<file path="src/rtl/rtty_baudot_symbol_encoder_defines.svh">
// ----------------------------------------------------------------------------
// rtty baudot symbol encoder assertion macros
// shared concurrent assertion forms for the encoder rtl
// ----------------------------------------------------------------------------
`ifndef RTTY_BAUDOT_SYMBOL_ENCODER_DEFINES_SVH
`define RTTY_BAUDOT_SYMBOL_ENCODER_DEFINES_SVH

// same-cycle implication, clocked on clk, off during reset
`define RBE_ASSERT_SAME(lbl, ante, cons, msg) \
	lbl: assert property (@(posedge clk) disable iff (!arst_n) (ante) |-> (cons)) \
	else $error(msg);

// next-cycle implication, clocked on clk, off during reset
`define RBE_ASSERT_NEXT(lbl, ante, cons, msg) \
	lbl: assert property (@(posedge clk) disable iff (!arst_n) (ante) |=> (cons)) \
	else $error(msg);

`endif

</file>
<file path="src/rtl/rbe_pkg.sv">
// ----------------------------------------------------------------------------
// rbe_pkg
// types, codes and the ita2 character map of the rtty baudot symbol encoder
// ----------------------------------------------------------------------------
package rbe_pkg;

	localparam int CHAR_W     = 8;
	localparam int CODE_W     = 5;
	localparam int BIT_TIME_W = 20;
	localparam int DUR_W      = 22;
	localparam int SHIFT_W    = 12;
	localparam int FREQ_W     = 14;
	localparam int REG_IDX_W  = 3;
	localparam int SYM_IDX_W  = 4;

	localparam logic [CODE_W-1:0] CODE_LTRS  = 5'h1F;
	localparam logic [CODE_W-1:0] CODE_FIGS  = 5'h1B;
	localparam logic [CODE_W-1:0] CODE_SPACE = 5'h04;
	localparam logic [CODE_W-1:0] CODE_CR    = 5'h08;
	localparam logic [CODE_W-1:0] CODE_LF    = 5'h02;

	localparam logic [REG_IDX_W-1:0] REG_BIT_TIME  = 3'd0;
	localparam logic [REG_IDX_W-1:0] REG_STOP_TIME = 3'd1;
	localparam logic [REG_IDX_W-1:0] REG_SHIFT     = 3'd2;
	localparam logic [REG_IDX_W-1:0] REG_CENTER    = 3'd3;
	localparam logic [REG_IDX_W-1:0] REG_REVERSE   = 3'd4;

	localparam logic [BIT_TIME_W-1:0] BIT_TIME_RST  = 20'd22002;
	localparam logic [DUR_W-1:0]      STOP_TIME_RST = 22'd33003;
	localparam logic [SHIFT_W-1:0]    SHIFT_RST     = 12'd170;

	// symbol positions within one seven-symbol frame
	localparam logic [2:0] POS_START = 3'd0;
	localparam logic [2:0] POS_STOP  = 3'd6;
	localparam logic [SYM_IDX_W-1:0] FRAME_LEN    = 4'd7;
	localparam logic [SYM_IDX_W-1:0] LAST_SINGLE  = 4'd6;
	localparam logic [SYM_IDX_W-1:0] LAST_DOUBLE  = 4'd13;

	typedef enum logic [1:0] {
		NEED_ANY,
		NEED_LTRS,
		NEED_FIGS
	} need_t;

	typedef struct packed {
		logic [CODE_W-1:0] code;
		need_t             need;
	} item_t;

	typedef struct packed {
		logic  mapped;
		item_t item;
	} map_t;

	typedef struct packed {
		logic [BIT_TIME_W-1:0]    bit_time;
		logic [DUR_W-1:0]         stop_time;
		logic signed [FREQ_W-1:0] mark_off;
		logic signed [FREQ_W-1:0] space_off;
	} sym_cfg_t;

	function automatic map_t map_char(input logic [CHAR_W-1:0] ch_in);
		logic [CHAR_W-1:0] ch;
		map_t m;
		ch = ch_in;
		if (ch >= "a" && ch <= "z") begin
			ch = ch - 8'd32;
		end
		m.mapped    = 1'b1;
		m.item.need = NEED_LTRS;
		m.item.code = '0;
		unique case (ch)
			" ": begin m.item.code = CODE_SPACE; m.item.need = NEED_ANY; end
			8'h0D: begin m.item.code = CODE_CR; m.item.need = NEED_ANY; end
			8'h0A: begin m.item.code = CODE_LF; m.item.need = NEED_ANY; end
			"E": m.item.code = 5'd1;
			"A": m.item.code = 5'd3;
			"S": m.item.code = 5'd5;
			"I": m.item.code = 5'd6;
			"U": m.item.code = 5'd7;
			"D": m.item.code = 5'd9;
			"R": m.item.code = 5'd10;
			"J": m.item.code = 5'd11;
			"N": m.item.code = 5'd12;
			"F": m.item.code = 5'd13;
			"C": m.item.code = 5'd14;
			"K": m.item.code = 5'd15;
			"T": m.item.code = 5'd16;
			"Z": m.item.code = 5'd17;
			"L": m.item.code = 5'd18;
			"W": m.item.code = 5'd19;
			"H": m.item.code = 5'd20;
			"Y": m.item.code = 5'd21;
			"P": m.item.code = 5'd22;
			"Q": m.item.code = 5'd23;
			"O": m.item.code = 5'd24;
			"B": m.item.code = 5'd25;
			"G": m.item.code = 5'd26;
			"M": m.item.code = 5'd28;
			"X": m.item.code = 5'd29;
			"V": m.item.code = 5'd30;
			"3": begin m.item.code = 5'd1; m.item.need = NEED_FIGS; end
			"-": begin m.item.code = 5'd3; m.item.need = NEED_FIGS; end
			"'": begin m.item.code = 5'd5; m.item.need = NEED_FIGS; end
			"8": begin m.item.code = 5'd6; m.item.need = NEED_FIGS; end
			"7": begin m.item.code = 5'd7; m.item.need = NEED_FIGS; end
			8'h05: begin m.item.code = 5'd9; m.item.need = NEED_FIGS; end
			"4": begin m.item.code = 5'd10; m.item.need = NEED_FIGS; end
			8'h07: begin m.item.code = 5'd11; m.item.need = NEED_FIGS; end
			",": begin m.item.code = 5'd12; m.item.need = NEED_FIGS; end
			"!": begin m.item.code = 5'd13; m.item.need = NEED_FIGS; end
			":": begin m.item.code = 5'd14; m.item.need = NEED_FIGS; end
			"(": begin m.item.code = 5'd15; m.item.need = NEED_FIGS; end
			"5": begin m.item.code = 5'd16; m.item.need = NEED_FIGS; end
			"+": begin m.item.code = 5'd17; m.item.need = NEED_FIGS; end
			")": begin m.item.code = 5'd18; m.item.need = NEED_FIGS; end
			"2": begin m.item.code = 5'd19; m.item.need = NEED_FIGS; end
			"#": begin m.item.code = 5'd20; m.item.need = NEED_FIGS; end
			"6": begin m.item.code = 5'd21; m.item.need = NEED_FIGS; end
			"0": begin m.item.code = 5'd22; m.item.need = NEED_FIGS; end
			"1": begin m.item.code = 5'd23; m.item.need = NEED_FIGS; end
			"9": begin m.item.code = 5'd24; m.item.need = NEED_FIGS; end
			"?": begin m.item.code = 5'd25; m.item.need = NEED_FIGS; end
			"&": begin m.item.code = 5'd26; m.item.need = NEED_FIGS; end
			".": begin m.item.code = 5'd28; m.item.need = NEED_FIGS; end
			"/": begin m.item.code = 5'd29; m.item.need = NEED_FIGS; end
			"=": begin m.item.code = 5'd30; m.item.need = NEED_FIGS; end
			default: begin
				m.mapped    = 1'b0;
				m.item.need = NEED_ANY;
			end
		endcase
		return m;
	endfunction

endpackage

</file>
<file path="src/rtl/rbe_if.sv">
// ----------------------------------------------------------------------------
// rbe interfaces
// valid/ready channels for characters, symbols and register writes
// ----------------------------------------------------------------------------
interface rbe_char_if import rbe_pkg::*; ();
	logic              valid;
	logic              ready;
	logic [CHAR_W-1:0] char_code;

	modport source (output valid, output char_code, input ready);
	modport sink (input valid, input char_code, output ready);
endinterface

interface rbe_sym_if import rbe_pkg::*; ();
	logic                     valid;
	logic                     ready;
	logic signed [FREQ_W-1:0] freq_offset_half_hz;
	logic [DUR_W-1:0]         duration_us;
	logic                     is_mark;
	logic                     last_symbol;

	modport source (output valid, output freq_offset_half_hz, output duration_us,
		output is_mark, output last_symbol, input ready);
	modport sink (input valid, input freq_offset_half_hz, input duration_us,
		input is_mark, input last_symbol, output ready);
endinterface

interface rbe_cfg_if import rbe_pkg::*; ();
	logic                 valid;
	logic                 ready;
	logic [REG_IDX_W-1:0] reg_index;
	logic [DUR_W-1:0]     wdata;

	modport source (output valid, output reg_index, output wdata, input ready);
	modport sink (input valid, input reg_index, input wdata, output ready);
endinterface

</file>
<file path="src/rtl/rbe_cfg.sv">
// ----------------------------------------------------------------------------
// rbe_cfg
// configuration registers and mark/space offset derivation
// ----------------------------------------------------------------------------
module rbe_cfg import rbe_pkg::*; (
	input  logic       clk,
	input  logic       arst_n,
	rbe_cfg_if.sink    cfg,
	output sym_cfg_t   sym_cfg
);

	logic [BIT_TIME_W-1:0] bit_time_q;
	logic [DUR_W-1:0]      stop_time_q;
	logic [SHIFT_W-1:0]    shift_q;
	logic                  center_q;
	logic                  reverse_q;
	logic                  wr;
	logic [FREQ_W-1:0]     pos;
	logic [FREQ_W-1:0]     neg;
	logic [FREQ_W-1:0]     full;

	assign cfg.ready = 1'b1;
	assign wr        = cfg.valid & cfg.ready;

	always_ff @(posedge clk or negedge arst_n) begin
		if (!arst_n) begin
			bit_time_q  <= BIT_TIME_RST;
			stop_time_q <= STOP_TIME_RST;
			shift_q     <= SHIFT_RST;
			center_q    <= 1'b0;
			reverse_q   <= 1'b0;
		end else if (wr) begin
			unique case (cfg.reg_index)
				REG_BIT_TIME:  bit_time_q  <= cfg.wdata[BIT_TIME_W-1:0];
				REG_STOP_TIME: stop_time_q <= cfg.wdata;
				REG_SHIFT:     shift_q     <= cfg.wdata[SHIFT_W-1:0];
				REG_CENTER:    center_q    <= cfg.wdata[0];
				REG_REVERSE:   reverse_q   <= cfg.wdata[0];
				default: ;
			endcase
		end
	end

	// offsets in half-hz
	assign pos  = {{(FREQ_W-SHIFT_W){1'b0}}, shift_q};
	assign neg  = ~pos + 1'b1;
	assign full = {1'b0, shift_q, 1'b0};

	always_comb begin
		sym_cfg.bit_time  = bit_time_q;
		sym_cfg.stop_time = stop_time_q;
		if (center_q) begin
			sym_cfg.mark_off  = reverse_q ? neg : pos;
			sym_cfg.space_off = reverse_q ? pos : neg;
		end else begin
			sym_cfg.mark_off  = reverse_q ? full : '0;
			sym_cfg.space_off = reverse_q ? '0 : full;
		end
	end

endmodule

</file>
<file path="src/rtl/rbe_map.sv">
// ----------------------------------------------------------------------------
// rbe_map
// input stage: folds case, maps the byte to an ita2 code and holds it
// ----------------------------------------------------------------------------
module rbe_map import rbe_pkg::*; (
	input  logic     clk,
	input  logic     arst_n,
	rbe_char_if.sink char_in,
	input  logic     take,
	output logic     valid_s1,
	output item_t    item_s1
);

	map_t m;
	logic in_xfer;

	assign m             = map_char(char_in.char_code);
	assign char_in.ready = !valid_s1 || take;
	assign in_xfer       = char_in.valid & char_in.ready;

	// unmapped bytes and nul are dropped here
	always_ff @(posedge clk or negedge arst_n) begin
		if (!arst_n) begin
			valid_s1 <= 1'b0;
		end else if (in_xfer) begin
			valid_s1 <= m.mapped;
		end else if (take) begin
			valid_s1 <= 1'b0;
		end
	end

	always_ff @(posedge clk) begin
		if (in_xfer) begin
			item_s1 <= m.item;
		end
	end

endmodule

</file>
<file path="src/rtl/rbe_ser.sv">
// ----------------------------------------------------------------------------
// rbe_ser
// shift tracking and symbol sequencer with registered symbol output
// ----------------------------------------------------------------------------
module rbe_ser import rbe_pkg::*; (
	input  logic       clk,
	input  logic       arst_n,
	input  logic       valid_s1,
	input  item_t      item_s1,
	input  sym_cfg_t   sym_cfg,
	output logic       take,
	rbe_sym_if.source  sym_out
);

	logic                 busy_q;
	logic                 two_q;
	logic                 figs_q;
	logic [SYM_IDX_W-1:0] idx_q;
	logic [CODE_W-1:0]    pre_q;
	logic [CODE_W-1:0]    code_q;
	logic                 out_valid_q;

	logic                 out_adv;
	logic                 at_end;
	logic                 need_pre;
	logic                 second;
	logic [SYM_IDX_W-1:0] pos_w;
	logic [2:0]           pos;
	logic [CODE_W-1:0]    cur;
	logic                 sym_mark;
	logic [DUR_W-1:0]     sym_dur;

	assign out_adv = !out_valid_q || sym_out.ready;
	assign at_end  = idx_q == (two_q ? LAST_DOUBLE : LAST_SINGLE);
	assign take    = valid_s1 && (!busy_q || (out_adv && at_end));

	assign need_pre = (item_s1.need == NEED_LTRS && figs_q)
		|| (item_s1.need == NEED_FIGS && !figs_q);

	// current symbol
	assign second = idx_q >= FRAME_LEN;
	assign pos_w  = second ? idx_q - FRAME_LEN : idx_q;
	assign pos    = pos_w[2:0];
	assign cur    = (two_q && !second) ? pre_q : code_q;

	always_comb begin
		sym_dur = {{(DUR_W-BIT_TIME_W){1'b0}}, sym_cfg.bit_time};
		unique case (pos)
			POS_START: sym_mark = 1'b0;
			3'd1:      sym_mark = cur[0];
			3'd2:      sym_mark = cur[1];
			3'd3:      sym_mark = cur[2];
			3'd4:      sym_mark = cur[3];
			3'd5:      sym_mark = cur[4];
			POS_STOP: begin
				sym_mark = 1'b1;
				sym_dur  = sym_cfg.stop_time;
			end
			default:   sym_mark = 1'b1;
		endcase
	end

	always_ff @(posedge clk or negedge arst_n) begin
		if (!arst_n) begin
			busy_q      <= 1'b0;
			idx_q       <= '0;
			two_q       <= 1'b0;
			figs_q      <= 1'b0;
			out_valid_q <= 1'b0;
		end else begin
			if (busy_q && out_adv) begin
				out_valid_q <= 1'b1;
			end else if (out_adv) begin
				out_valid_q <= 1'b0;
			end
			if (take) begin
				busy_q <= 1'b1;
				idx_q  <= '0;
				two_q  <= need_pre;
				if (need_pre) begin
					figs_q <= item_s1.need == NEED_FIGS;
				end
			end else if (busy_q && out_adv) begin
				idx_q <= idx_q + 1'b1;
				if (at_end) begin
					busy_q <= 1'b0;
				end
			end
		end
	end

	always_ff @(posedge clk) begin
		if (take) begin
			pre_q  <= (item_s1.need == NEED_FIGS) ? CODE_FIGS : CODE_LTRS;
			code_q <= item_s1.code;
		end
		if (busy_q && out_adv) begin
			sym_out.freq_offset_half_hz <= sym_mark ? sym_cfg.mark_off : sym_cfg.space_off;
			sym_out.duration_us         <= sym_dur;
			sym_out.is_mark             <= sym_mark;
			sym_out.last_symbol         <= at_end;
		end
	end

	assign sym_out.valid = out_valid_q;

endmodule

</file>
<file path="src/rtl/rtty_baudot_symbol_encoder.sv">
// ----------------------------------------------------------------------------
// rtty_baudot_symbol_encoder
// a character passes the map register, the sequencer and the output register
// throughput: one symbol per cycle while ready; 7 symbols per char, 14 with shift
// unmapped bytes and nul are accepted from the input and give no symbols
// the symbol sequencer and its output register set the rate
// reset: async active low, letters shift, registers to defaults, pipeline empty
// ----------------------------------------------------------------------------
`include "rtty_baudot_symbol_encoder_defines.svh"

module rtty_baudot_symbol_encoder import rbe_pkg::*; (
	input  logic      clk,
	input  logic      arst_n,
	rbe_char_if.sink  char_in,
	rbe_sym_if.source sym_out,
	rbe_cfg_if.sink   cfg
);

	sym_cfg_t sym_cfg;
	logic     take;
	logic     valid_s1;
	item_t    item_s1;

	rbe_cfg u_cfg (
		.clk     (clk),
		.arst_n  (arst_n),
		.cfg     (cfg),
		.sym_cfg (sym_cfg)
	);

	rbe_map u_map (
		.clk      (clk),
		.arst_n   (arst_n),
		.char_in  (char_in),
		.take     (take),
		.valid_s1 (valid_s1),
		.item_s1  (item_s1)
	);

	rbe_ser u_ser (
		.clk      (clk),
		.arst_n   (arst_n),
		.valid_s1 (valid_s1),
		.item_s1  (item_s1),
		.sym_cfg  (sym_cfg),
		.take     (take),
		.sym_out  (sym_out)
	);

	// stop symbol closes every character
	`RBE_ASSERT_SAME(a_last_is_mark, sym_out.valid && sym_out.last_symbol, sym_out.is_mark, "last symbol is not a mark")
	// symbols of one character follow without gaps
	`RBE_ASSERT_NEXT(a_no_gap, sym_out.valid && sym_out.ready && !sym_out.last_symbol, sym_out.valid, "gap inside a character")

endmodule
</file>
<file path="src/flat_wrapper.sv">
// flat-port wrapper written by rule: the top's interface ports become plain ports
module rtty_baudot_symbol_encoder_flat import rbe_pkg::*;
  (clk, arst_n, char_in_valid, char_in_char_code, char_in_ready, sym_out_valid, sym_out_freq_offset_half_hz, sym_out_duration_us, sym_out_is_mark, sym_out_last_symbol, sym_out_ready, cfg_valid, cfg_reg_index, cfg_wdata, cfg_ready);
  rbe_char_if char_in_i ();
  rbe_sym_if sym_out_i ();
  rbe_cfg_if cfg_i ();
  input  logic clk;
  input  logic arst_n;
  input wire logic [$bits(char_in_i.valid)-1:0] char_in_valid;
  input wire logic [$bits(char_in_i.char_code)-1:0] char_in_char_code;
  output wire logic [$bits(char_in_i.ready)-1:0] char_in_ready;
  output wire logic [$bits(sym_out_i.valid)-1:0] sym_out_valid;
  output wire logic [$bits(sym_out_i.freq_offset_half_hz)-1:0] sym_out_freq_offset_half_hz;
  output wire logic [$bits(sym_out_i.duration_us)-1:0] sym_out_duration_us;
  output wire logic [$bits(sym_out_i.is_mark)-1:0] sym_out_is_mark;
  output wire logic [$bits(sym_out_i.last_symbol)-1:0] sym_out_last_symbol;
  input wire logic [$bits(sym_out_i.ready)-1:0] sym_out_ready;
  input wire logic [$bits(cfg_i.valid)-1:0] cfg_valid;
  input wire logic [$bits(cfg_i.reg_index)-1:0] cfg_reg_index;
  input wire logic [$bits(cfg_i.wdata)-1:0] cfg_wdata;
  output wire logic [$bits(cfg_i.ready)-1:0] cfg_ready;
  assign char_in_i.valid = char_in_valid;
  assign char_in_i.char_code = char_in_char_code;
  assign char_in_ready = char_in_i.ready;
  assign sym_out_valid = sym_out_i.valid;
  assign sym_out_freq_offset_half_hz = sym_out_i.freq_offset_half_hz;
  assign sym_out_duration_us = sym_out_i.duration_us;
  assign sym_out_is_mark = sym_out_i.is_mark;
  assign sym_out_last_symbol = sym_out_i.last_symbol;
  assign sym_out_i.ready = sym_out_ready;
  assign cfg_i.valid = cfg_valid;
  assign cfg_i.reg_index = cfg_reg_index;
  assign cfg_i.wdata = cfg_wdata;
  assign cfg_ready = cfg_i.ready;
  rtty_baudot_symbol_encoder u_core (.clk(clk), .arst_n(arst_n), .char_in(char_in_i), .sym_out(sym_out_i), .cfg(cfg_i));
endmodule
</file>
<file path="config.mk">
export PLATFORM = sky130hd
export DESIGN_NAME = rtty_baudot_symbol_encoder_flat
export DESIGN_NICKNAME = d
export VERILOG_FILES = /design/src/rtl/rbe_pkg.sv /design/src/rtl/rbe_if.sv /design/src/rtl/rbe_cfg.sv /design/src/rtl/rbe_map.sv /design/src/rtl/rbe_ser.sv /design/src/rtl/rtty_baudot_symbol_encoder.sv /design/src/flat_wrapper.sv
export VERILOG_INCLUDE_DIRS = /design/src /design/src/rtl
export SDC_FILE = /design/constraint.sdc
export NUM_CORES = 1
export LEC_CHECK = 0
export BUFFER_PORTS_ARGS = -buffer_cell sky130_fd_sc_hd__buf_4
export CAP_MARGIN = 20
export CORE_UTILIZATION = 53
export DETAILED_ROUTE_END_ITERATION = 10
export PLACE_DENSITY = 0.86
export SLEW_MARGIN = 20
export SYNTH_ARGS = -nofsm -noshare
export SYNTH_HDL_FRONTEND = slang
export SYNTH_SLANG_ARGS = --single-unit
</file>
<file path="constraint.sdc">
create_clock -name clk -period 2.55 [get_ports clk]
set_input_delay 0 -clock clk [delete_from_list [all_inputs] [get_ports clk]]
set_output_delay 0 -clock clk [all_outputs]
set_load 0.005 [all_outputs]
</file>
==> impl_summary.log, run 1 <==
[metrics] largest clock skew in the final design: roughly 0.013 ns
[metrics] Skew-Pair Late Insertion Delay: between 0.4 and 0.5 ns
[metrics] static leakage: about 3.2 nW
[metrics] clock slew at reported path FFs: about 0.060 ns
[metrics] number of flops mapped to enable cells by yosys: 51
[metrics] most frequent standard cell in the layout excluding fill and tap cells: sky130_fd_sc_hd__buf_4
[metrics] busiest layer in global routing: met2
[metrics] Chip Width: approximately 110 µm
[metrics] total routing usage reported by global routing: 0.278
[metrics] Sink Count: 116
[metrics] type of origin of the critical path: flop
[metrics] Mapped Avg Cell Area: around 11 µm²
[metrics] number of global-route vias before repair: approximately 5200
[metrics] min cycle time layout: ~2.6 ns
[metrics] cell count after synthesis: 566
[metrics] post-synthesis net count: 607
[metrics] capturing element type of the critical path: flop
[metrics] routed vias: around 5000
[metrics] total CTS buffers: 17
[metrics] detailed-route wire length per cell: just under 20 µm
[metrics] transition at the pin with the smallest max-transition slack: roughly 0.86 ns
[metrics] type of the worst setup path: flop to flop
[metrics] I/O Pins: 79
[metrics] pin count of the biggest net entering global routing: 66
[metrics] leading cell types in the layout, fill and taps excluded: 99 x sky130_fd_sc_hd__buf_4, 74 x sky130_fd_sc_hd__mux2_2, 51 x sky130_fd_sc_hd__nand2_1, 51 x sky130_fd_sc_hd__edfxtp_1
[metrics] first-pass GRT wire length: ~27 mm
[metrics] share of flip-flops with an asynchronous set or reset: 0.560
[metrics] setup repair after global routing missed its margin: yes
[metrics] Tcrit/Tclk final: 1.03
[metrics] cell area power density: roughly 1100 nW/µm²
[metrics] post-layout net count: 717
[metrics] crit-path max FO: 8
[metrics] buffering stage count on the worst path with inverters included: 2
[metrics] count of antenna-violating nets left after detailed routing: 0
[metrics] relative max-transition margin: 0.426
[metrics] violations in the final reports: setup timing
[metrics] highest ir drop seen on vdd: between 0.7 and 0.8 mV
[metrics] final setup violation count: 4
[metrics] biggest area contributors in the synthesized netlist: sky130_fd_sc_hd__edfxtp_1 25%, sky130_fd_sc_hd__dfrtp_1 18%, sky130_fd_sc_hd__mux2_2 14%, sky130_fd_sc_hd__dfstp_2 8.4%, sky130_fd_sc_hd__nand2_1 3.1%
[metrics] post-place setup slack: -0.173 ns
[metrics] number of antenna violations at the first check in global routing: 0
[metrics] share of the yosys chip area belonging to registers: 0.510
[metrics] cell taking the most area after synthesis: sky130_fd_sc_hd__edfxtp_1
[metrics] height of the die: about 110 µm
[metrics] total power: 8.64 mW
[metrics] Initial Util: 0.546
[metrics] area growth from synthesis to layout: 27.7%
[metrics] achievable frequency: 383 MHz
[metrics] dominant register cell in the synthesized netlist: sky130_fd_sc_hd__edfxtp_1
[metrics] met3 Resource Use GR: 0.0703
[metrics] final HPWL from detailed placement: between 9 and 10 mm
[metrics] share of the synthesized area in the top cell type: 0.246
[metrics] buffers added on ports: a little under 80
[metrics] H-Tree Level Count: 4
[metrics] met1 GRT Util: 0.324
[metrics] buffer depth of the longest clock path: 2
[metrics] critical path arrival: about 2.8 ns
[metrics] Critical Path RT: roughly 2.7 ns
[metrics] TritonCTS clock tree: yes
[metrics] final global-route overflow total: 0
[metrics] total iterations of the first detailed-routing run: 5
[metrics] path category of the worst min-delay check: input port to flop
[metrics] count of different cell masters after synthesis: slightly above 70
[metrics] delay of the slowest cell on the worst path: roughly 0.42 ns
[metrics] layout cell share with drive strength beyond 1: 0.364
[metrics] Floorplan Core Area: around 11000 µm²
[metrics] num rows: 39
[metrics] DRC violation total after the first TritonRoute iteration: ~390
[metrics] Post-Syn Area: 6240 µm²
[metrics] clock tree root buffer cell: sky130_fd_sc_hd__clkbuf_16
[metrics] met2 Use GR: 0.477
[metrics] final setup slack of the worst path: -0.0638 ns
[metrics] routed wire length: 16.3 mm
[metrics] count of filler cells inserted in the layout: between 700 and 800
[metrics] cell repeated most along the worst path: sky130_fd_sc_hd__buf_4
[metrics] number of diodes: 0
[metrics] area enclosed by the die boundary: roughly 12000 µm²
[metrics] total DRC errors in the routed layout: 0
[metrics] routability congestion estimate: around 0.9
[metrics] sequence of cells on the critical path: ha_4 > nand3b_1 > buf_4 > nand3_1 > a311oi_2 > o32ai_4 > xor2_2 > buf_4 > o211a_1 > a211o_1
[metrics] result of the run: finished, violations left
[metrics] number of warnings printed during yosys synthesis: 0
[metrics] cell family contributing the most delay on the critical path: compound AO/OA/AOI/OAI gates
[metrics] max-cap violation count: 0
[metrics] vias per std cell: slightly above 6
[metrics] number of failing hold endpoints at the final stage: 0
[metrics] master of the slowest instance on the critical path: sky130_fd_sc_hd__dfrtp_1
[metrics] register bit count reported by yosys: 116
[metrics] fin. max-slew vios: 0
-- Yosys cell counts (4+ instances only) --
cell,number
sky130_fd_sc_hd__mux2_2,75
sky130_fd_sc_hd__edfxtp_1,51
sky130_fd_sc_hd__nand2_1,51
sky130_fd_sc_hd__nor2_1,46
sky130_fd_sc_hd__dfrtp_1,45
sky130_fd_sc_hd__clkbuf_1,26
sky130_fd_sc_hd__a21oi_1,25
sky130_fd_sc_hd__o21ai_0,24
sky130_fd_sc_hd__dfstp_2,20
sky130_fd_sc_hd__nor3_1,15
sky130_fd_sc_hd__inv_1,13
sky130_fd_sc_hd__nand2b_1,11
sky130_fd_sc_hd__a31oi_1,7
sky130_fd_sc_hd__nand3_1,7
sky130_fd_sc_hd__nor2b_1,7
sky130_fd_sc_hd__a21boi_0,6
sky130_fd_sc_hd__nand3b_1,6
sky130_fd_sc_hd__nor3b_1,6
sky130_fd_sc_hd__nor4_1,6
sky130_fd_sc_hd__o22ai_1,6
sky130_fd_sc_hd__and3_1,5
sky130_fd_sc_hd__a21o_1,4
sky130_fd_sc_hd__and2_1,4
sky130_fd_sc_hd__buf_2,4
sky130_fd_sc_hd__o211a_1,4
sky130_fd_sc_hd__o31ai_1,4
sky130_fd_sc_hd__xnor2_1,4
-- repair_timing --
action,in CTS,in global routing
cloned,0,0
gates resized for setup,9,5
pin swaps,2,10
buffers inserted,0,0
setup endpoints to repair,9,9
hold endpoints to repair,103,0
hold buffers,28,0
-- kinds of logic after synthesis --
group | share of synthesized area
AO/OA/AOI/OAI | 0.128
adder cells (fa/ha/maj) | 0.00602
AND/OR/NAND/NOR | 0.164
flip-flops | 0.510
other | 0.000601
buffers and inverters | 0.0387
XOR/XNOR | 0.0124
multiplexers | 0.140
-- report_power, final --
group	switching, mW	leakage [nW]	total, mW	internal (mW)
combinational	1.59	1.70	3.22	1.63
sequential	0.416	1.25	3.21	2.79
clock	0.813	0.278	2.22	1.40
total	2.82	3.23	8.64	5.82
-- per-layer routing --
| metal | share of wire | routed length [µm] | vias to the layer above |
|---|---|---|---|
| li1 | - | - | 2306 |
| met5 | 0 | 0 | - |
| met4 | 0.032 | 528 | 0 |
| met3 | 0.066 | 1090 | 53 |
| met1 | 0.38 | 6230 | 2453 |
| met2 | 0.52 | 8480 | 266 |
-- worst min-delay path, cell delays in order --
cell	delay [ns]
sky130_fd_sc_hd__buf_4	0.13
sky130_fd_sc_hd__nand2_1	0.06
sky130_fd_sc_hd__nor3_1	0.05
sky130_fd_sc_hd__mux2_2	0.21
-- per-stage QoR --
stage	instance area, µm²	instances	hold slack, ns	setup TNS [ns]	util
after CTS	7940	832	0.0570	0	0.695
final	7960	832	0.0764	-0.152	0.697
after floorplan	6240	566	-0.296	0	-
after global placement	7040	772	0.134	-0.241	0.616
after detailed placement	7040	772	0.149	-1.01	0.616
after global routing	7960	832	0.0626	-0.681	0.697
-- final cells by class --
class,count,area [µm²],area share
Clock buffer,25,518,0.0651
Clock inverter,7,42.5,0.00534
Inverter,15,56.3,0.00707
Multi-Input combinational cell,396,2910,0.366
Sequential cell,116,3180,0.400
Tap cell,143,179,0.0225
Timing Repair Buffer,130,1070,0.134
-- state kept, by name, indices dropped and copies added, names as in the netlist --
| register | cells |
|---|---|
| u_core.u_cfg.bit_time_q | 20 |
| u_core.u_cfg.center_q | 1 |
| u_core.u_cfg.reverse_q | 1 |
| u_core.u_cfg.shift_q | 12 |
| u_core.u_cfg.stop_time_q | 22 |
| u_core.u_map.item_s1 | 7 |
| u_core.u_map.valid_s1 | 1 |
| u_core.u_ser.busy_q | 1 |
| u_core.u_ser.code_q | 5 |
| u_core.u_ser.figs_q | 1 |
| u_core.u_ser.idx_q | 4 |
| u_core.u_ser.pre_q | 1 |
| u_core.u_ser.sym_out.duration_us | 22 |
| u_core.u_ser.sym_out.freq_offset_half_hz | 14 |
| u_core.u_ser.sym_out.is_mark | 1 |
| u_core.u_ser.sym_out.last_symbol | 1 |
| u_core.u_ser.sym_out.valid | 1 |
| u_core.u_ser.two_q | 1 |
-- worst paths after layout --
path,start,endpoint,slack (ns),cells past startpoint
max,u_core.u_ser.idx_q[0],u_core.u_ser.sym_out.freq_offset_half_hz[10],-0.06,10
min,cfg_valid,u_core.u_cfg.reverse_q,0.08,4
max reg2reg,u_core.u_ser.idx_q[0],u_core.u_ser.sym_out.freq_offset_half_hz[10],-0.06,10
min reg2reg,u_core.u_map.item_s1[5],u_core.u_ser.code_q[3],0.42,0
max in group asynchronous,arst_n,u_core.u_ser.two_q,1.73,2
min in group asynchronous,arst_n,u_core.u_cfg.bit_time_q[11],0.24,2
No activity file was read; power rests on OpenSTA's default activity.
==> run 2, diff against run 1 <==
- CORE_UTILIZATION: 53 -> 35
- PLACE_DENSITY: 0.86 -> 0.64
==> run 2 against run 1 <==
The run now ends clean; clock power about the same; global-route usage is 11 points lower; maximum frequency rose by 4.0%; worst hold slack worse by 0.00066 ns; sequential cell count stayed put; via count down 5.2%; critical path type unchanged; critical endpoint is now u_core.u_ser.sym_out.freq_offset_half_hz[5].
==> impl_summary.log, run 2 (synthesized netlist as in run 1, its figures left out) <==
[metrics] result of the run: completed
[metrics] num rows: 48
[metrics] static leakage: about 3.3 nW
[metrics] switching power of the nets: roughly 2.7 mW
[metrics] clock tree root buffer cell: sky130_fd_sc_hd__clkbuf_16
[metrics] achievable frequency: about 400 MHz
[metrics] routed wire length: 15.2 mm
[metrics] largest clock skew in the final design: approximately 0.016 ns
[metrics] clock slew at reported path FFs: about 0.05 ns
[metrics] critical path arrival: around 2.7 ns
[metrics] final standard cell count with taps included and fillers excluded: 920
[metrics] share of power burned in the clock network: 0.255
[metrics] final setup slack of the worst path: between 0.03 and 0.04 ns
[metrics] total DRC errors in the routed layout: 0
[metrics] Skew-Pair Late Insertion Delay: 0.41 ns
[metrics] capturing element type of the critical path: flop
[metrics] internal power: ~5.9 mW
[metrics] Sink Count: between 100 and 150
[metrics] Tcrit/Tclk final: 0.985
[metrics] delay of the slowest cell on the worst path: 0.40 ns
[metrics] fin. max-slew vios: 0
[metrics] total iterations of the first detailed-routing run: 5
[metrics] total CTS buffers: 17
[metrics] placed cell count: roughly 860
[metrics] layout cell share with drive strength beyond 1: 0.374
[metrics] buffering stage count on the worst path with inverters included: 1
[metrics] proportion of power drawn by flip-flops and latches: 0.368
[metrics] count of antenna-violating nets left after detailed routing: 0
[metrics] Initial Util: 0.359
[metrics] final setup violation count: 0
[metrics] sequence of cells on the critical path: ha_4 > a21oi_4 > nand2_1 > o211a_1 > o32ai_4 > xor2_2 > buf_12 > nor2_4 > a211o_1
[metrics] routed vias: 4816
[metrics] area growth from synthesis to layout: 30.1%
[metrics] count of filler cells inserted in the layout: 1562
[metrics] path category of the worst min-delay check: input port to flop
[metrics] detailed-route wire length per cell: 16.5 µm
[metrics] buffers added on ports: 77
[metrics] post-place setup slack: -0.129 ns
[metrics] max-cap violation count: 0
[metrics] transition at the pin with the smallest max-transition slack: 0.873 ns
[metrics] type of the worst setup path: flop to flop
[metrics] number of diodes: 0
[metrics] post-layout net count: between 700 and 800
[metrics] number of global-route vias before repair: around 4700
[metrics] pin count of the biggest net entering global routing: 66
[metrics] setup repair after global routing missed its margin: yes
[metrics] net switching share of the total power: 0.312
[metrics] crit-path max FO: 11
[metrics] H-Tree Level Count: 4
[metrics] internal reg-to-reg setup slack: 0.04 ns
[metrics] DRC violation total after the first TritonRoute iteration: approximately 300
[metrics] min cycle time layout: roughly 2.5 ns
[metrics] leading cell types in the layout, fill and taps excluded: 106 x sky130_fd_sc_hd__buf_4, 75 x sky130_fd_sc_hd__mux2_2, 51 x sky130_fd_sc_hd__nand2_1, 51 x sky130_fd_sc_hd__edfxtp_1, 45 x sky130_fd_sc_hd__nor2_1
[metrics] total routing usage reported by global routing: 0.169
[metrics] height of the die: about 140 µm
[metrics] highest ir drop seen on vdd: around 0.52 mV
[metrics] Chip Width: between 100 and 150 µm
[metrics] total power: around 8.6 mW
[metrics] routability congestion estimate: about 0.93
[metrics] I/O Pins: 79
[metrics] combinational cell fraction of total power: 0.377
[metrics] Critical Path RT: about 2.7 ns
[metrics] cell area power density: approximately 1100 nW/µm²
[metrics] relative max-transition margin: 0.418
[metrics] hold_ws: 0.0757 ns
[metrics] number of failing hold endpoints at the final stage: 0
[metrics] buffer depth of the longest clock path: 2
[metrics] most frequent standard cell in the layout excluding fill and tap cells: sky130_fd_sc_hd__buf_4
[metrics] final global-route overflow total: 0
[metrics] type of origin of the critical path: flop
[metrics] first-pass GRT wire length: between 20 and 25 mm
[metrics] number of antenna violations at the first check in global routing: 0
[metrics] area enclosed by the die boundary: 18400 µm²
[metrics] final HPWL from detailed placement: 10.4 mm
[metrics] master of the slowest instance on the critical path: sky130_fd_sc_hd__dfrtp_1
[metrics] vias per std cell: roughly 5.2
[metrics] cell family contributing the most delay on the critical path: compound AO/OA/AOI/OAI gates
[metrics] Floorplan Core Area: between 15000 and 20000 µm²
[metrics] TritonCTS clock tree: yes
[metrics] Largest regs: u_core.u_cfg.stop_time_q: 22 flops, u_core.u_ser.sym_out.duration_us: 22 flops, u_core.u_cfg.bit_time_q: 20 flops
[run 2: through the flow]
stage          instance area [µm²]  setup TNS, ns  utilization
4_1_cts                       8030              0        0.463
3_5_place_dp                  7160         -0.742        0.412
6_report                      8110              0        0.467
3_3_place_gp                  7160         -0.174        0.412
5_1_grt                       8110         -0.240        0.467
2_1_floorplan                 6240              0            -
[run 2: cell type report]
class	count	area [µm²]	share of cell area
sequential	116	3180	0.393
tap	225	282	0.0347
clock inverter	8	47.5	0.00586
clock buffer	24	514	0.0634
multi-input combinational	396	2910	0.359
timing repair buffer	136	1120	0.138
inverter	15	56.3	0.00694
[run 2: routing by layer]
layer	part of all wire	track usage
met3	0.036	0.0415
met5	0	0
met1	0.47	0.230
met2	0.48	0.265
met4	0.013	0.0506
[run 2: worst min-delay path, cell delays in order]
cell                      delay (ns)
sky130_fd_sc_hd__buf_4          0.13
sky130_fd_sc_hd__nand2_1        0.06
sky130_fd_sc_hd__nor3_1         0.04
sky130_fd_sc_hd__mux2_2         0.21
[run 2: worst paths after layout]
kind	endpoint	start	cells after the start
min in group asynchronous	u_core.u_cfg.shift_q[11]	arst_n	2
hold reg to reg	u_core.u_ser.code_q[2]	u_core.u_map.item_s1[4]	0
max in group asynchronous	u_core.u_ser.idx_q[2]	arst_n	2
hold / removal	u_core.u_cfg.reverse_q	cfg_valid	4
setup / recovery	u_core.u_ser.sym_out.freq_offset_half_hz[5]	u_core.u_ser.idx_q[0]	9
setup reg to reg	u_core.u_ser.sym_out.freq_offset_half_hz[5]	u_core.u_ser.idx_q[0]	9
[run 2: repair_timing]
item,in CTS,in global routing
resized for setup,4,7
setup buffers,0,5
hold buffers,28,0
setup endpoints to repair,9,9
hold endpoints to repair,103,0
pin swaps,0,6
[run 2: power by group through the flow]
stage / clock (mW) / sequential (mW) / combinational (mW)
global route: 2.32 / 3.25 / 3.54
detailed placement: 0 / 3.18 / 2.96
CTS: 2.24 / 3.17 / 3.06
floorplan: 0 / 3.09 / 1.88
global placement: 0 / 3.16 / 2.86
finish: 2.20 / 3.17 / 3.26
==> run 3, diff against run 2 <==
- PLACE_DENSITY: 0.64 -> 0.63
- SLEW_MARGIN: 20 -> default
- SYNTH_HIERARCHICAL: default -> 1
==> run 3 against run 2 <==
Clock skew is 0.0085 ns lower; sequential power is 2% lower; area after synthesis is 15% higher; first-iteration DRC count up 31%; total power down 0.50%; critical path depth is 2 lower; worst hold slack lost 0.0027 ns; register-to-register slack improved by 0.16 ns; via count rose by 18%; wire length up 14%; count of clock-buffer cells in the layout is 2 higher; synthesized cell count rose by 18%; highest routed layer unchanged.
==> impl_summary.log, run 3 <==
[metrics] result of the run: completed
[metrics] number of buffers inserted by post-CTS setup repair: 0
[metrics] final HPWL from detailed placement: roughly 11 mm
[metrics] Initial Util: 0.362
[metrics] achievable frequency: between 400 and 500 MHz
[metrics] routability congestion estimate: between 0.8 and 0.9
[metrics] total iterations of the first detailed-routing run: 5
[metrics] Sink Count: approximately 120
[metrics] share of power burned in the clock network: 0.272
[metrics] static leakage: 3.46 nW
[metrics] routed vias: 5675
[metrics] Met3 Routed Length: around 890 µm
[metrics] register bit count reported by yosys: about 120
[metrics] sequence of cells on the critical path: ha_2 > mux2_4 > a21oi_1 > o22ai_1 > o41ai_4 > buf_12 > mux2_2
[metrics] number of global-route vias before repair: ~5500
[metrics] Mapped Avg Cell Area: 10.7 µm²
[metrics] highest routed layer: met4
[metrics] Critical Path RT: around 2.7 ns
[metrics] Non-Filler Cell Area, Final: slightly below 9000 µm²
[metrics] area growth from synthesis to layout: 24.2%
[metrics] Skew-Pair Late Insertion Delay: about 0.41 ns
[metrics] cell count after synthesis: around 670
[metrics] share of the yosys chip area belonging to registers: 0.444
[metrics] crit-path max FO: 15
[metrics] vias per std cell: ~5.5
[metrics] biggest area contributors in the synthesized netlist: sky130_fd_sc_hd__edfxtp_1 21%, sky130_fd_sc_hd__dfrtp_1 16%, sky130_fd_sc_hd__mux2_2 12%, sky130_fd_sc_hd__dfstp_2 7.3%, sky130_fd_sc_hd__nand2_1 2.4%
[metrics] type of origin of the critical path: flop
[metrics] setup repair after global routing missed its margin: no
[metrics] pin count of the biggest net entering global routing: 66
[metrics] transition at the pin with the smallest max-transition slack: ~0.84 ns
[metrics] post-synthesis net count: 709
[metrics] clock slew at reported path FFs: ~0.050 ns
[metrics] total DRC errors in the routed layout: 0
[metrics] master of the slowest instance on the critical path: sky130_fd_sc_hd__dfrtp_1
[metrics] final total negative setup slack: 0 ns
[metrics] most used standard cell by instance count after synthesis: sky130_fd_sc_hd__mux2_2
[metrics] type of the worst setup path: flop to flop
[metrics] proportion of power drawn by flip-flops and latches: 0.364
[metrics] routed wire length: 17.3 mm
[metrics] largest clock skew in the final design: 0.00727 ns
[metrics] capturing element type of the critical path: flop
[metrics] post-layout net count: ~800
[metrics] delay of the slowest cell on the worst path: 0.38 ns
[metrics] Floorplan Core Area: roughly 20000 µm²
[metrics] internal reg-to-reg setup slack: ~0.2 ns
[metrics] Post-Syn Area: 7160 µm²
[metrics] Simple-Gate Fraction of Synth Area: 0.168
[metrics] final setup slack of the worst path: 0.201 ns
[metrics] number of flops mapped to enable cells by yosys: approximately 50
[metrics] cell area power density: between 900 and 1000 nW/µm²
[metrics] cell taking the most area after synthesis: sky130_fd_sc_hd__edfxtp_1
[metrics] cell count of the worst hold path: 3
[metrics] Largest regs: u_core/u_cfg/stop_time_q: 22 flops, u_core/u_ser/sym_out.duration_us: 22 flops, u_core/u_cfg/bit_time_q: 20 flops
[metrics] instance area after placement: approximately 8000 µm²
[metrics] net switching share of the total power: 0.308
[metrics] share of synthesized cell area in full adder, half adder and majority cells: 0.00524
[metrics] count of filler cells inserted in the layout: between 1500 and 2000
[metrics] count of different cell masters after synthesis: 91
[metrics] detailed-route wire length per cell: between 15 and 20 µm
[metrics] fin. max-slew vios: 0
[metrics] number of diodes: 0
[metrics] max-cap violation count: 0
[metrics] num rows: about 50
[metrics] M1 wire length: between 7 and 8 mm
[metrics] relative max-transition margin: 0.440
[metrics] post-synthesis mux area share: 0.162
[metrics] final global-route overflow total: 0
[metrics] leading cell types in the layout, fill and taps excluded: 97 x sky130_fd_sc_hd__buf_4, 74 x sky130_fd_sc_hd__mux2_2, 51 x sky130_fd_sc_hd__edfxtp_1
[metrics] Tcrit/Tclk final: 0.921
[metrics] number of warnings printed during yosys synthesis: 6
[metrics] internal power: around 5.9 mW
[metrics] clock tree root buffer cell: sky130_fd_sc_hd__clkbuf_16
[metrics] post-synthesis compound-gate area fraction: 0.169
[metrics] first-pass GRT wire length: roughly 29 mm
[metrics] total CTS buffers: 17
[metrics] buffers added on ports: 77
[metrics] I/O Pins: 79
[metrics] final setup violation count: 0
[metrics] min cycle time layout: roughly 2.3 ns
[metrics] TritonCTS clock tree: yes
[metrics] register area: 3180 µm²
[metrics] number of failing hold endpoints at the final stage: 0
[metrics] height of the die: 145 µm
[metrics] path category of the worst min-delay check: input port to flop
[metrics] total routing usage reported by global routing: 0.169
[metrics] number of antenna violations at the first check in global routing: 0
[metrics] switching power of the nets: about 2.6 mW
[metrics] dominant register cell in the synthesized netlist: sky130_fd_sc_hd__edfxtp_1
[metrics] share of flip-flops with an asynchronous set or reset: 0.560
[metrics] highest ir drop seen on vdd: 0.492 mV
[metrics] count of antenna-violating nets left after detailed routing: 0
[metrics] H-Tree Level Count: 4
[metrics] dominant combinational cell family by area after synthesis: compound AO/OA/AOI/OAI gates
[metrics] DRC violation total after the first TritonRoute iteration: 388
[metrics] critical path arrival: roughly 2.5 ns
[metrics] combinational cell fraction of total power: 0.365
[metrics] length of routed met2 wiring: 8.26 mm
[metrics] share of the synthesized area in the top cell type: 0.214
[metrics] area enclosed by the die boundary: between 20000 and 25000 µm²
[metrics] post-place setup slack: roughly 0.13 ns
[metrics] layout cell share with drive strength beyond 1: 0.340
[metrics] logic depth of the worst register-to-register path: 7
[metrics] xor-xnor portion of the synthesized cell area: 0.00367
[metrics] Chip Width: ~150 µm
[metrics] area occupied by multi-input gates: 3670 µm²
[metrics] most frequent standard cell in the layout excluding fill and tap cells: sky130_fd_sc_hd__buf_4
[metrics] most common library cells after synthesis: 74 x sky130_fd_sc_hd__mux2_2, 51 x sky130_fd_sc_hd__edfxtp_1, 45 x sky130_fd_sc_hd__dfrtp_1, 45 x sky130_fd_sc_hd__nand2_1
[metrics] buffer depth of the longest clock path: 2
-- run 3: changes by cell type in the layout (fill, tap and decap cells not counted), sizes merged, moves of 7 or more --
| cell | delta |
|---|---|
| nand2 | -7 |
| nor2 | -12 |
| a21oi | +8 |
| mux2 | +14 |
| mux2i | +9 |
| nor2b | +13 |
| o211ai | +10 |
| nand3 | +10 |
| buf | -9 |
-- run 3: cell families (layout without fill, tap and decap cells) --
family,after synthesis,after routing
AO/OA/AOI/OAI,164,164
XOR/XNOR,3,3
adder cells (fa/ha/maj),3,3
buffers and inverters,68,176
flip-flops,116,116
multiplexers,101,101
other,1,1
AND/OR/NAND/NOR,212,212
-- run 3: per-stage QoR --
step                total power [mW]  instances   util  hold WS, ns
floorplan                       5.20        668      -       -0.296
global placement                6.18        980  0.405        0.151
detailed placement              6.23        980  0.405        0.161
CTS                             8.65       1041  0.450       0.0588
global route                    9.06       1041  0.450       0.0684
finish                          8.58       1041  0.450       0.0730
-- run 3: what timing repair did --
action,CTS,global route
hold endpoints to repair,102,0
gates resized for setup,0,1
hold buffers,29,0
endpoints found under the setup margin,0,1
-- run 3: layout make-up --
type | count | area share
multi-input combinational | 484 | 0.412
tap | 265 | 0.0373
inverter | 16 | 0.00675
clock inverter | 6 | 0.00394
sequential | 116 | 0.358
timing repair buffer | 128 | 0.119
clock buffer | 26 | 0.0633
-- run 3: final timing paths --
check / from / end
min: sym_out_ready / u_core/u_ser/sym_out.valid
min in group asynchronous: arst_n / u_core/u_cfg/stop_time_q[8]
max reg2reg: u_core/u_ser/idx_q[0] / u_core/u_ser/sym_out.freq_offset_half_hz[13]
min reg2reg: u_core/u_map/item_s1[5] / u_core/u_ser/code_q[3]
max in group asynchronous: arst_n / u_core/u_cfg/stop_time_q[18]
max: u_core/u_ser/idx_q[0] / u_core/u_ser/sym_out.freq_offset_half_hz[13]
-- run 3: metal layers --
layer	GRT usage	vias up
met4	0.0663	0
met3	0.0336	21
met1	0.220	2751
met2	0.276	182
met5	0	-
li1	-	2721
-- run 3: power by group through the flow --
stage / registers, mW / logic [mW] / clock network (mW)
after CTS: 3.12 / 3.13 / 2.39
after floorplan: 3.01 / 2.19 / 0
after global routing: 3.20 / 3.39 / 2.47
final: 3.12 / 3.13 / 2.33
after detailed placement: 3.15 / 3.09 / 0
after global placement: 3.14 / 3.04 / 0
-- run 3: worst max-delay path, delay by kind of cell (launching register included) --
family,cells,cell delay (ns)
buffers and inverters,1,0.21
AOI/OAI and AO/OA,3,0.54
DFF,1,0.38
adders and majority gates,1,0.34
muxes,2,0.62
